<file path="src/hw/rtl/cidb_pkg.sv">
`timescale 1ns / 1ps
`default_nettype none

package cidb_pkg;

    localparam int OP_W   = 2;
    localparam int POS_W  = 9;
    localparam int BYTE_W = 8;
    localparam int LEN_W  = 9;
    localparam int STAT_W = 2;

    localparam logic [BYTE_W-1:0] CR_BYTE = 8'h0D;

    typedef enum logic [OP_W-1:0] {
        OP_APPEND = 2'd0,
        OP_INSERT = 2'd1,
        OP_REMOVE = 2'd2,
        OP_READ   = 2'd3
    } t_op;

    typedef enum logic [STAT_W-1:0] {
        ST_OK    = 2'd0,
        ST_FULL  = 2'd1,
        ST_RANGE = 2'd2,
        ST_CR    = 2'd3
    } t_status;

    typedef enum logic [2:0] {
        S_IDLE,
        S_INS,
        S_PUT,
        S_REM,
        S_RD,
        S_DONE
    } t_state;

    typedef struct packed {
        logic [BYTE_W-1:0] read_value;
        logic [LEN_W-1:0]  text_length;
        t_status           status;
    } t_res;

endpackage

`default_nettype wire

</file>
<file path="src/hw/rtl/cidb_mem.sv">
`timescale 1ns / 1ps
`default_nettype none

module cidb_mem #(
    parameter int DEPTH = 256
) (
    input  wire logic                         i_clk,
    input  wire logic                         i_wr_en,
    input  wire logic [$clog2(DEPTH)-1:0]     i_wr_addr,
    input  wire logic [cidb_pkg::BYTE_W-1:0]  i_wr_data,
    input  wire logic                         i_rd_en,
    input  wire logic [$clog2(DEPTH)-1:0]     i_rd_addr,
    output logic      [cidb_pkg::BYTE_W-1:0]  o_rd_data
);
    import cidb_pkg::*;

    logic [BYTE_W-1:0] r_mem [DEPTH];
    logic [BYTE_W-1:0] r_rd_data;

    always_ff @(posedge i_clk) begin
        if (i_wr_en) begin
            r_mem[i_wr_addr] <= i_wr_data;
        end
    end

    always_ff @(posedge i_clk) begin
        if (i_rd_en) begin
            r_rd_data <= r_mem[i_rd_addr];
        end
    end

    assign o_rd_data = r_rd_data;

endmodule

`default_nettype wire

</file>
<file path="src/hw/rtl/cidb_ctrl.sv">
`timescale 1ns / 1ps
`default_nettype none

module cidb_ctrl #(
    parameter int CAPACITY = 256
) (
    input  wire logic                            i_clk,
    input  wire logic                            i_rst_n,
    input  wire logic                            i_in_valid,
    output logic                                 o_in_ready,
    input  wire cidb_pkg::t_op                   i_op,
    input  wire logic                            i_start_req,
    input  wire logic [cidb_pkg::POS_W-1:0]      i_position,
    input  wire logic [cidb_pkg::BYTE_W-1:0]     i_byte_value,
    input  wire logic                            i_slot_free,
    output logic                                 o_fin_valid,
    output cidb_pkg::t_res                       o_fin,
    output logic                                 o_wr_en,
    output logic [$clog2(CAPACITY)-1:0]          o_wr_addr,
    output logic [cidb_pkg::BYTE_W-1:0]          o_wr_data,
    output logic                                 o_rd_en,
    output logic [$clog2(CAPACITY)-1:0]          o_rd_addr,
    input  wire logic [cidb_pkg::BYTE_W-1:0]     i_rd_data
);
    import cidb_pkg::*;

    localparam int AW = $clog2(CAPACITY);
    localparam int CW = $clog2(CAPACITY + 1);
    localparam int EW = (CW > POS_W) ? CW : POS_W;

    t_state            r_state, n_state;
    logic [CW-1:0]     r_count, n_count;
    logic [AW-1:0]     r_dst, n_dst;
    logic [AW-1:0]     r_pos, n_pos;
    logic [BYTE_W-1:0] r_val, n_val;
    t_res              r_res, n_res;

    logic          w_accept;
    logic [EW-1:0] w_pos_ext, w_cnt_ext, w_pos_p1;
    logic [CW-1:0] w_eff, w_cnt_m1, w_dst_m2, w_dst_p2;
    logic          w_cr, w_app_full, w_full;
    logic          w_ins_bad, w_pos_bad, w_pos_eq, w_pos_last;
    logic          w_ins_last, w_rem_last;

    // decode of the incoming transaction and shift loop bounds
    always_comb begin
        w_accept   = i_in_valid && (r_state == S_IDLE);
        w_pos_ext  = EW'(i_position);
        w_cnt_ext  = EW'(r_count);
        w_pos_p1   = w_pos_ext + EW'(1);
        w_eff      = i_start_req ? '0 : r_count;
        w_cnt_m1   = r_count - CW'(1);
        w_cr       = (i_byte_value == CR_BYTE);
        w_app_full = (w_eff >= CW'(CAPACITY));
        w_full     = (r_count >= CW'(CAPACITY));
        w_ins_bad  = (w_pos_ext > w_cnt_ext);
        w_pos_bad  = (w_pos_ext >= w_cnt_ext);
        w_pos_eq   = (w_pos_ext == w_cnt_ext);
        w_pos_last = (w_pos_p1 == w_cnt_ext);
        w_dst_m2   = CW'(r_dst) - CW'(2);
        w_dst_p2   = CW'(r_dst) + CW'(2);
        w_ins_last = (CW'(r_dst) == (CW'(r_pos) + CW'(1)));
        w_rem_last = (w_dst_p2 == r_count);
    end

    // outputs and datapath next values
    always_comb begin
        logic [CW-1:0] v_cnt;
        logic [EW-1:0] v_len;
        t_res          v_res;

        o_in_ready = (r_state == S_IDLE);
        o_wr_en    = 1'b0;
        o_wr_addr  = '0;
        o_wr_data  = '0;
        o_rd_en    = 1'b0;
        o_rd_addr  = '0;
        o_fin_valid = 1'b0;
        v_cnt      = r_count;
        v_res.read_value = '0;
        v_res.text_length = '0;
        v_res.status = ST_OK;
        n_dst = r_dst;
        n_pos = r_pos;
        n_val = r_val;

        unique case (r_state)
            S_IDLE: begin
                if (w_accept) begin
                    n_pos = w_pos_ext[AW-1:0];
                    n_val = i_byte_value;
                    unique case (i_op)
                        OP_APPEND: begin
                            o_fin_valid = 1'b1;
                            v_cnt = w_eff;
                            if (w_cr) begin
                                v_res.status = ST_CR;
                            end else if (w_app_full) begin
                                v_res.status = ST_FULL;
                            end else begin
                                o_wr_en   = 1'b1;
                                o_wr_addr = w_eff[AW-1:0];
                                o_wr_data = i_byte_value;
                                v_cnt     = w_eff + CW'(1);
                            end
                        end
                        OP_INSERT: begin
                            if (w_ins_bad) begin
                                o_fin_valid  = 1'b1;
                                v_res.status = ST_RANGE;
                            end else if (w_full) begin
                                o_fin_valid  = 1'b1;
                                v_res.status = ST_FULL;
                            end else if (w_pos_eq) begin
                                // insert at the end: no tail to move
                                o_fin_valid = 1'b1;
                                o_wr_en     = 1'b1;
                                o_wr_addr   = w_pos_ext[AW-1:0];
                                o_wr_data   = i_byte_value;
                                v_cnt       = r_count + CW'(1);
                            end else begin
                                o_rd_en   = 1'b1;
                                o_rd_addr = w_cnt_m1[AW-1:0];
                                n_dst     = r_count[AW-1:0];
                            end
                        end
                        OP_REMOVE: begin
                            if (w_pos_bad) begin
                                o_fin_valid  = 1'b1;
                                v_res.status = ST_RANGE;
                            end else if (w_pos_last) begin
                                o_fin_valid = 1'b1;
                                v_cnt       = w_cnt_m1;
                            end else begin
                                o_rd_en   = 1'b1;
                                o_rd_addr = w_pos_p1[AW-1:0];
                                n_dst     = w_pos_ext[AW-1:0];
                            end
                        end
                        OP_READ: begin
                            if (w_pos_bad) begin
                                o_fin_valid  = 1'b1;
                                v_res.status = ST_RANGE;
                            end else begin
                                o_rd_en   = 1'b1;
                                o_rd_addr = w_pos_ext[AW-1:0];
                            end
                        end
                        default: ;
                    endcase
                end
            end
            S_INS: begin
                // move entry dst-1 (read last cycle) up to dst
                o_wr_en   = 1'b1;
                o_wr_addr = r_dst;
                o_wr_data = i_rd_data;
                if (!w_ins_last) begin
                    o_rd_en   = 1'b1;
                    o_rd_addr = w_dst_m2[AW-1:0];
                end
                n_dst = r_dst - AW'(1);
            end
            S_PUT: begin
                o_wr_en     = 1'b1;
                o_wr_addr   = r_pos;
                o_wr_data   = r_val;
                o_fin_valid = 1'b1;
                v_cnt       = r_count + CW'(1);
            end
            S_REM: begin
                // move entry dst+1 (read last cycle) down to dst
                o_wr_en   = 1'b1;
                o_wr_addr = r_dst;
                o_wr_data = i_rd_data;
                if (w_rem_last) begin
                    o_fin_valid = 1'b1;
                    v_cnt       = w_cnt_m1;
                end else begin
                    o_rd_en   = 1'b1;
                    o_rd_addr = w_dst_p2[AW-1:0];
                end
                n_dst = r_dst + AW'(1);
            end
            S_RD: begin
                o_fin_valid      = 1'b1;
                v_res.read_value = i_rd_data;
            end
            S_DONE: begin
                o_fin_valid = 1'b1;
            end
            default: ;
        endcase

        v_len = EW'(v_cnt);
        v_res.text_length = v_len[LEN_W-1:0];
        n_count = v_cnt;
        if (r_state == S_DONE) begin
            o_fin = r_res;
            n_res = r_res;
        end else begin
            o_fin = v_res;
            n_res = v_res;
        end
    end

    // next state
    always_comb begin
        n_state = r_state;
        unique case (r_state)
            S_IDLE: begin
                if (w_accept) begin
                    if (o_fin_valid) begin
                        n_state = i_slot_free ? S_IDLE : S_DONE;
                    end else begin
                        unique case (i_op)
                            OP_INSERT: n_state = S_INS;
                            OP_REMOVE: n_state = S_REM;
                            OP_READ:   n_state = S_RD;
                            default:   n_state = S_IDLE;
                        endcase
                    end
                end
            end
            S_INS: begin
                n_state = w_ins_last ? S_PUT : S_INS;
            end
            S_REM: begin
                if (w_rem_last) begin
                    n_state = i_slot_free ? S_IDLE : S_DONE;
                end
            end
            S_PUT, S_RD, S_DONE: begin
                n_state = i_slot_free ? S_IDLE : S_DONE;
            end
            default: n_state = S_IDLE;
        endcase
    end

    always_ff @(posedge i_clk) begin
        if (!i_rst_n) begin
            r_state <= S_IDLE;
            r_count <= '0;
        end else begin
            r_state <= n_state;
            r_count <= n_count;
        end
    end

    always_ff @(posedge i_clk) begin
        r_dst <= n_dst;
        r_pos <= n_pos;
        r_val <= n_val;
        r_res <= n_res;
    end

    a_count_cap: assert property (@(posedge i_clk) disable iff (!i_rst_n)
        r_count <= CW'(CAPACITY))
        else $error("character count above capacity");

    a_ins_order: assert property (@(posedge i_clk) disable iff (!i_rst_n)
        r_state == S_INS |-> CW'(r_dst) > CW'(r_pos))
        else $error("insert shift ran past the insert position");

    a_port_sep: assert property (@(posedge i_clk) disable iff (!i_rst_n)
        o_wr_en && o_rd_en |-> o_wr_addr != o_rd_addr)
        else $error("read and write hit the same entry in one cycle");

    a_done_hold: assert property (@(posedge i_clk) disable iff (!i_rst_n)
        r_state == S_DONE && !i_slot_free |=> r_state == S_DONE && $stable(r_res))
        else $error("pending result lost while output stalled");

endmodule

`default_nettype wire

</file>
<file path="src/hw/rtl/char_insert_delete_buffer.sv">
`timescale 1ns / 1ps
`default_nettype none

// Channel | Handshake                    | Payload
// in      | i_in_valid / o_in_ready      | i_op, i_start_req, i_position, i_byte_value
// out     | o_out_valid / i_out_ready    | o_read_value, o_text_length, o_status
//
// Append, rejected items, insert at the end and remove of the last character finish
// when accepted. Insert moves the tail up, then writes the byte; remove moves it down.
// One tail entry moves per cycle, through the single read and single write store port.
// A finished result waits in a skid slot if the output register is still occupied.
// Synchronous active-low reset clears the length and control; store contents stay.

module char_insert_delete_buffer #(
    parameter int CAPACITY = 256
) (
    input  wire logic                          i_clk,
    input  wire logic                          i_rst_n,
    input  wire logic                          i_in_valid,
    output logic                               o_in_ready,
    input  wire logic [cidb_pkg::OP_W-1:0]     i_op,
    input  wire logic                          i_start_req,
    input  wire logic [cidb_pkg::POS_W-1:0]    i_position,
    input  wire logic [cidb_pkg::BYTE_W-1:0]   i_byte_value,
    output logic                               o_out_valid,
    input  wire logic                          i_out_ready,
    output logic      [cidb_pkg::BYTE_W-1:0]   o_read_value,
    output logic      [cidb_pkg::LEN_W-1:0]    o_text_length,
    output logic      [cidb_pkg::STAT_W-1:0]   o_status
);
    import cidb_pkg::*;

    localparam int AW = $clog2(CAPACITY);

    logic              w_slot_free;
    logic              w_fin_valid;
    t_res              w_fin;
    logic              w_wr_en, w_rd_en;
    logic [AW-1:0]     w_wr_addr, w_rd_addr;
    logic [BYTE_W-1:0] w_wr_data, w_rd_data;

    logic r_out_valid, n_out_valid;
    t_res r_out, n_out;

    cidb_ctrl #(
        .CAPACITY (CAPACITY)
    ) u_ctrl (
        .i_clk        (i_clk),
        .i_rst_n      (i_rst_n),
        .i_in_valid   (i_in_valid),
        .o_in_ready   (o_in_ready),
        .i_op         (t_op'(i_op)),
        .i_start_req  (i_start_req),
        .i_position   (i_position),
        .i_byte_value (i_byte_value),
        .i_slot_free  (w_slot_free),
        .o_fin_valid  (w_fin_valid),
        .o_fin        (w_fin),
        .o_wr_en      (w_wr_en),
        .o_wr_addr    (w_wr_addr),
        .o_wr_data    (w_wr_data),
        .o_rd_en      (w_rd_en),
        .o_rd_addr    (w_rd_addr),
        .i_rd_data    (w_rd_data)
    );

    cidb_mem #(
        .DEPTH (CAPACITY)
    ) u_mem (
        .i_clk     (i_clk),
        .i_wr_en   (w_wr_en),
        .i_wr_addr (w_wr_addr),
        .i_wr_data (w_wr_data),
        .i_rd_en   (w_rd_en),
        .i_rd_addr (w_rd_addr),
        .o_rd_data (w_rd_data)
    );

    // output register: loads when empty or being drained this cycle
    always_comb begin
        w_slot_free = !r_out_valid || i_out_ready;
        n_out_valid = r_out_valid && !i_out_ready;
        n_out       = r_out;
        if (w_fin_valid && w_slot_free) begin
            n_out_valid = 1'b1;
            n_out       = w_fin;
        end
    end

    always_ff @(posedge i_clk) begin
        if (!i_rst_n) begin
            r_out_valid <= 1'b0;
        end else begin
            r_out_valid <= n_out_valid;
        end
    end

    always_ff @(posedge i_clk) begin
        r_out <= n_out;
    end

    assign o_out_valid   = r_out_valid;
    assign o_read_value  = r_out.read_value;
    assign o_text_length = r_out.text_length;
    assign o_status      = r_out.status;

endmodule

`default_nettype wire

</file>
<file path="config.mk">
export PLATFORM = sky130hd
export DESIGN_NAME = char_insert_delete_buffer
export DESIGN_NICKNAME = d
export VERILOG_FILES = /design/src/hw/rtl/cidb_pkg.sv /design/src/hw/rtl/cidb_mem.sv /design/src/hw/rtl/cidb_ctrl.sv /design/src/hw/rtl/char_insert_delete_buffer.sv
export SDC_FILE = /design/constraint.sdc
export NUM_CORES = 2
export LEC_CHECK = 0
export BUFFER_PORTS_ARGS = -buffer_cell sky130_fd_sc_hd__buf_2
export CELL_PAD_IN_SITES_DETAIL_PLACEMENT = 0
export CELL_PAD_IN_SITES_GLOBAL_PLACEMENT = 1
export CORE_ASPECT_RATIO = 1.25
export CORE_MARGIN = 1
export CORE_UTILIZATION = 35
export DETAILED_ROUTE_END_ITERATION = 12
export PLACE_DENSITY_LB_ADDON = 0.05
export SETUP_SLACK_MARGIN = 0.3
export SLEW_MARGIN = 20
export SYNTH_ARGS = -nofsm -noshare
export SYNTH_HDL_FRONTEND = slang
export SYNTH_SLANG_ARGS = --single-unit
</file>
<file path="constraint.sdc">
create_clock -name i_clk -period 21.7 [get_ports i_clk]
set_clock_uncertainty 0.15 [all_clocks]
set_input_delay 1.085 -clock i_clk [delete_from_list [all_inputs] [get_ports i_clk]]
set_output_delay 1.085 -clock i_clk [all_outputs]
set_load 0.01 [all_outputs]
</file>
* After elaboration in Yosys (flattened, before gate mapping)
Memories as Yosys holds them, arrays and structs flattened. A register that Yosys moved wholly into a read port is not among the register bits.
Index checks and enable logic that the tools add are counted.
** Storage, ports and cells
- Bits in registers :: 75
- RAM bits :: 2048
- Output and inout bits :: 21
- Memories :: 1
** Operators by class
- $add $sub $neg :: 9
- Magnitude comparators :: 4
- Eq/ne operators :: 21
- Mux-type cells :: 95
- Reductions and logical operators :: 16
** Memories
- u_mem.r_mem :: depth 256, width 8, read ports 1, clocked after Yosys merged registers in 1, wr ports 1, RTL line cidb_mem.sv:17 : logic [BYTE_W-1:0] r_mem [DEPTH];
** Operators with widths (number)
- two-way mux 8 bit :: 28
- case mux 8 bit (3 select lines) :: 5
- two-way mux 9 bit :: 10
- case mux 9 bit (3 select lines) :: 2
- case mux 8 bit (2 select lines) :: 3
- adder 9 x 1 -> 9 bit (second input constant) :: 3
- == test 9 bit :: 3
- two-way mux 1 bit :: 27
- two-way mux 19 bit :: 1
- greater-or-equal comparator 9 bit (second input constant) :: 2
- != test 3 bit (second input constant) :: 5
- two-way mux 2 bit :: 6
- two-way mux 3 bit :: 4
- case mux 3 bit (4 select lines) :: 1
- adder 8 x 1 -> 9 bit (second input constant) :: 1
- adder 8 x 2 -> 9 bit (second input constant) :: 1
- == test 8 x 9 -> 1 bit :: 1
- greater-or-equal comparator 9 bit :: 1
- > comparator 9 bit :: 1
- case mux 1 bit (3 select lines) :: 3
- case mux 3 bit (3 select lines) :: 1
- subtractor 9 x 1 -> 9 bit (second input constant) :: 1
- adder 8 x 1 -> 8 bit (second input constant) :: 1
- == test 8 x 4 -> 1 bit (second input constant) :: 1
- other kinds (22) :: 33

* Depth between registers and ports, before layout
- Depth in word-level cells :: 10
- Depth in mapped cells :: 23
- Depth with buffers taken out :: 17

* By module
A second synthesis with hierarchy kept.
** Second synthesis, totals
- Cells, all modules :: 4477
- Area, all modules :: 85947.4 um^2
** By module, submodules not included
- cidb_mem :: times used 1, cells an instance 3733, area each 79636.4 um^2, sequential area each 61739.2 um^2
- cidb_ctrl :: times used 1, cells an instance 720, area each 5683.0 um^2, sequential area each 1341.3 um^2
- char_insert_delete_buffer :: times used 1, cells an instance 24, area each 628.1 um^2, sequential area each 590.6 um^2

* Least setup slack after synthesis
No wires, ideal clock.
- Path type :: input -> register
- Start :: input port i_position[8] (netlist bit)
- End :: memory u_mem.r_mem[0][5], data pin
- Setup time :: 1.393 ns
- Arrival :: 8.792 ns
- Setup slack :: 11.365 ns
- Stages :: 9
- Buffers on the path :: 0
- Cells stage by stage :: ha_1 -> nand4_1 -> nor3_1 -> inv_1 -> nor2_1 -> a21oi_1 -> nor2_1 -> a222oi_1 -> nor2_1
** Between the ends
- Cells in the longest elaborated chain, start to end :: 7
- Elaborated cells between the ends (all ways) :: 8
** Ends and longest elaborated chain
- start: declaration :: RTL line char_insert_delete_buffer.sv:23 : input wire logic [cidb_pkg::POS_W-1:0] i_position,
- branches (longest 3 deep; another with > comparator 9 bit)
- two-way mux 8 bit * :: RTL line cidb_ctrl.sv:108 : if (w_ins_bad) begin
- case mux 8 bit (2 select lines) * :: RTL line cidb_ctrl.sv:92 : unique case (i_op)
- two-way mux 8 bit * :: RTL line cidb_ctrl.sv:89 : if (w_accept) begin
- case mux 8 bit (3 select lines) * :: RTL line cidb_ctrl.sv:87 : unique case (r_state)
- net u_ctrl.o_wr_data (one bit) :: RTL line cidb_ctrl.sv:20 : output logic [cidb_pkg::BYTE_W-1:0] o_wr_data,
- end: declaration :: RTL line cidb_mem.sv:17
Mark *: on every way through the listed nets, which the timed path passes.

* Worst setup path after layout
- Start :: register u_ctrl.r_count[3]
- End :: register u_mem.r_rd_data[7], in the netlist u_mem.o_rd_data[7], read port of u_mem.r_mem, data pin
** Between the ends
- Cells in the longest elaborated chain, start to end :: 7
- Elaborated cells between the ends (all ways) :: 27
** Ends and longest elaborated chain
- start: declaration :: RTL line cidb_ctrl.sv:32 : logic [CW-1:0] r_count, n_count;
- start signal: assignment :: RTL line cidb_ctrl.sv:246 : r_count <= n_count;
- subtractor 9 x 1 -> 9 bit / == test 9 bit (equally long branches) :: RTL line cidb_ctrl.sv:52, cidb_ctrl.sv:58
- two-way mux 8 bit / two-way mux 1 bit (equally long branches) :: RTL line cidb_ctrl.sv:114 : end else if (w_pos_eq) begin
- two-way mux 8 bit / two-way mux 1 bit (equally long branches) :: RTL line cidb_ctrl.sv:111 : end else if (w_full) begin
- two-way mux 8 bit / two-way mux 1 bit (equally long branches) :: RTL line cidb_ctrl.sv:108
- case mux 8 bit (3 select lines) / case mux 1 bit (3 select lines) (equally long branches) :: RTL line cidb_ctrl.sv:92
- two-way mux 8 bit / two-way mux 1 bit (equally long branches) :: RTL line cidb_ctrl.sv:89
- case mux 8 bit (3 select lines) / case mux 1 bit (3 select lines) (equally long branches) :: RTL line cidb_ctrl.sv:87
- end: declaration :: RTL line cidb_mem.sv:18 : logic [BYTE_W-1:0] r_rd_data;
Several ways; a longest one is shown, not always the timed one.
A chain may end at the register's enable or synchronous reset.

==> metrics.csv <==
stage;metric;value;unit
yosys;synth_edf_count;2099;
timing;slew_headroom;13.3;%
place;routabilityCongestion;0.844;
timing;rsz0062_at_grt;false;
setup_path;cpMostUsedCell;buf_4;
power_and_ir_drop;p_per_area;100;mW/mm^2
yosys;yosys_warnings;0;
setup_path;crit_required;22130;ps
clock_tree;cts_tree;done;
yosys;ys_seq_area_share;72.2;%
global_routing;grt_pass1_vias;53972;
timing;worst_pin_slew;1290;ps
clock_tree;postCtsHoldBufs;0;
setup_path;endpoint_kind;register;
drt;vias;55047;
floorplan;io_pins;45;
yosys;syn_area;0.0881;sq mm
timing;fin_ws;13370;ps
setup_path;reg2reg_slack;13370;ps
timing;finalSetupViolCount;0;
min_path;hp-start;i_byte_value[1];
setup_path;cp-start-kind;register;
layout;area_growth;12.6;%
clock_tree;cts_resized;0;
floorplan;fp.coreArea;0.250;sq mm
clock_tree;clockBufferDepth;4;
global_routing;grt_max_degree;173;
min_path;worstHoldPathType;input port to register;
timing;report.final.slew_viol_count;0;
clock_tree;cts_htree_levels;4;
flow_run;cap_violations;0;
drt;wl_per_cell;31.4;um
run_status;status;complete, but fails checks;
min_path;min_path_cells;1;
setup_path;reg2regPathDepth;21;
floorplan;dieArea;0.254;sq mm
clock_tree;cts.sinks;2131;
global_routing;grt_overflow;0;
timing;fmax;0.120;GHz
layout;final_common_cell;edfxtp_1;
min_path;hold_path_end;u_ctrl.r_val[1];
setup_path;slowest_stage;nor4_1;
layout;layout-drive-gt1-share;9.15;%
drt;ant_nets;0;
drt;drc_errors;24;
drt;wl;312;mm
timing;fin_crit_sh;38.4;%
yosys;ys_ff_latch;2131;
place;post-place-ws;13380;ps
floorplan;chipWidth;451;um
timing;tns;0;ps
setup_path;worst_ep_arrival_time;8760;ps
setup_path;r2r_start;u_ctrl.r_count[3];
drt;dr.pass1.iters;12;
layout;nFillCells;23406;
setup_path;cp_top_family;buffers and inverters;
yosys;synth_cells;6450;
run_status;violations;design-rule violations;
drt;via_per_inst;5.55;
layout;finalNetCount;6472;
power_and_ir_drop;vdd_drop_max;0.0687;mV
clock_tree;clock-root-buffer;clkbuf_16;
yosys;syn-num-nets;6505;
clock_tree;cts_setup_buffers;0;
global_routing;grt_usage;24.1;%
yosys;synthFlopType;edfxtp_1;
setup_path;reg2reg_to;u_mem.o_rd_data[7];
place;port_buffers;44;
clock_tree;cts.clk_slew.worst_paths;60;ps
layout;mostFrequentLayoutCells;2,099 x edfxtp_1, 1,255 x nand2_1, 389 x nand3_1, 371 x mux2i_1, 338 x nor2_1;
yosys;synth_cell_type_count;92;
setup_path;worst-path-buf-inv;6;
clock_tree;numCtsBuffers;230;
power_and_ir_drop;power_leakage;32.5;nW
setup_path;crit_type;register to register;
timing;finalHoldViolations;0;
setup_path;critPathMaxFanout;102;
place;dp_hpwl;190;mm
yosys;avgSynthCellArea;13.7;sq um
global_routing;antenna_found_initial;13;
drt;drt_first_iter_violations;5237;
setup_path;slowest_delay;1030;ps
timing;min_period;8330;ps
floorplan;fp-row-count;205;
yosys;async_flop_share;0;%
clock_tree;clkLatencyLatePin;910;ps
floorplan;die_y;563;um
setup_path;worstPathCellList;inv_2 -> ha_1 -> nand4_1 -> nor3_1 -> inv_1 -> ha_1 -> nand2_1 -> nor2_1 -> o21ai_1 -> a21oi_4 -> buf_4 -> nor3_4 -> buf_4 -> buf_4 -> buf_12 -> mux2i_1 -> o32ai_1 -> o21ai_0 -> o2111ai_1 -> nor4_1 -> nor4_1;
floorplan;start_util;35.3;%
global_routing;grt_pass1_wl;437;mm
[through the flow]
| stage | hold slack, ps | cells | util (%) | cell area (sq um) | power [mW] |
|---|---|---|---|---|---|
| 2_1_floorplan | 297 | 6450 | - | 88100 | 5.52 |
| 3_3_place_gp | 313 | 9493 | 36.8 | 91900 | 6.13 |
| 3_5_place_dp | 318 | 9497 | 36.8 | 92000 | 6.14 |
| 4_1_cts | 191 | 9915 | 39.7 | 99200 | 10.0 |
| 5_1_grt | 218 | 9918 | 39.7 | 99200 | 10.2 |
| 6_report | 252 | 9922 | 39.7 | 99200 | 9.93 |
[cells by family (layout without fill, tap and decap cells)]
family | after synthesis | after routing | share of synthesized area [%]
adder cells (fa/ha/maj) | 31 | 31 | 0.449
multiplexers | 379 | 379 | 4.34
XOR/XNOR | 51 | 51 | 0.531
AND/OR/NAND/NOR | 2415 | 2415 | 12.0
buffers and inverters | 566 | 719 | 2.94
AO/OA/AOI/OAI | 877 | 877 | 7.55
flip-flops | 2131 | 2131 | 72.2
other | 0 | 7 | 0
[cells in the mapped netlist, drive strengths merged, types with 85 or more instances]
| library cell | instances | share of area, % |
|---|---|---|
| nand3 | 395 | 2.3 |
| a21oi | 97 | 0.56 |
| mux2i | 371 | 4.2 |
| a32oi | 127 | 1.3 |
| nand2 | 1273 | 5.4 |
| inv | 104 | 0.44 |
| a31oi | 85 | 0.60 |
| nor2 | 350 | 1.5 |
| clkbuf | 198 | 0.84 |
| edfxtp | 2099 | 72 |
| nor3 | 91 | 0.54 |
| nor4 | 109 | 0.79 |
| buf | 264 | 1.6 |
[state kept, by name, summed over array words and instances, names as in the netlist]
| name | count |
|---|---|
| u_ctrl.r_state | 3 |
| u_mem.o_rd_data | 8 |
| u_ctrl.r_dst | 8 |
| o_out_valid | 1 |
| u_ctrl.r_res | 19 |
| o_text_length | 9 |
| u_ctrl.r_count | 9 |
| u_mem.r_mem | 2048 |
| u_ctrl.r_val | 8 |
| u_ctrl.r_pos | 8 |
| o_status | 2 |
| o_read_value | 8 |
[area by class of cell]
cell class / instances / area [sq um] / share of cell area (%)
flip-flops and latches: 2131 / 63700 / 64.2
multi-input cells: 3753 / 22200 / 22.4
clock buffers: 283 / 6020 / 6.06
well taps: 3312 / 4140 / 4.18
repair buffers: 197 / 1520 / 1.53
clock inverters: 135 / 1240 / 1.25
inverters: 104 / 413 / 0.416
diodes: 7 / 17.5 / 0.0177
[power breakdown]
group          leakage, nW  internal, mW  switching, mW  total, mW
Clock                 3.57          2.24           1.66       3.90
Sequential            19.6          4.66         0.0273       4.69
Combinational         9.29         0.306           1.03       1.34
Total                 32.5          7.21           2.72       9.93
[per-layer routing]
layer	share of wire (%)	up-vias	track usage [%]	wire, um
met5	0	-	0	0
met4	2.8	0	6.68	8620
met3	4.2	376	2.57	13100
met2	49	1402	41.2	154000
met1	44	28793	32.5	136000
li1	-	24476	-	-
[how the worst max path moves through the flow]
| stage | from | endpoint | cells past startpoint |
|---|---|---|---|
| 6_report | u_ctrl.r_count[3] | u_mem.o_rd_data[7] | 21 |
| 5_1_grt | u_ctrl.r_count[4] | u_mem.o_rd_data[7] | 21 |
| 4_1_cts | u_ctrl.r_count[2] | u_mem.o_rd_data[7] | 21 |
| 3_5_place_dp | i_position[6] | u_mem.o_rd_data[7] | 21 |
| 3_3_place_gp | i_position[4] | u_mem.o_rd_data[3] | 19 |
| 2_1_floorplan | i_position[8] | u_mem.r_mem[0][5] | 9 |
(Power assumes the default switching activity.)
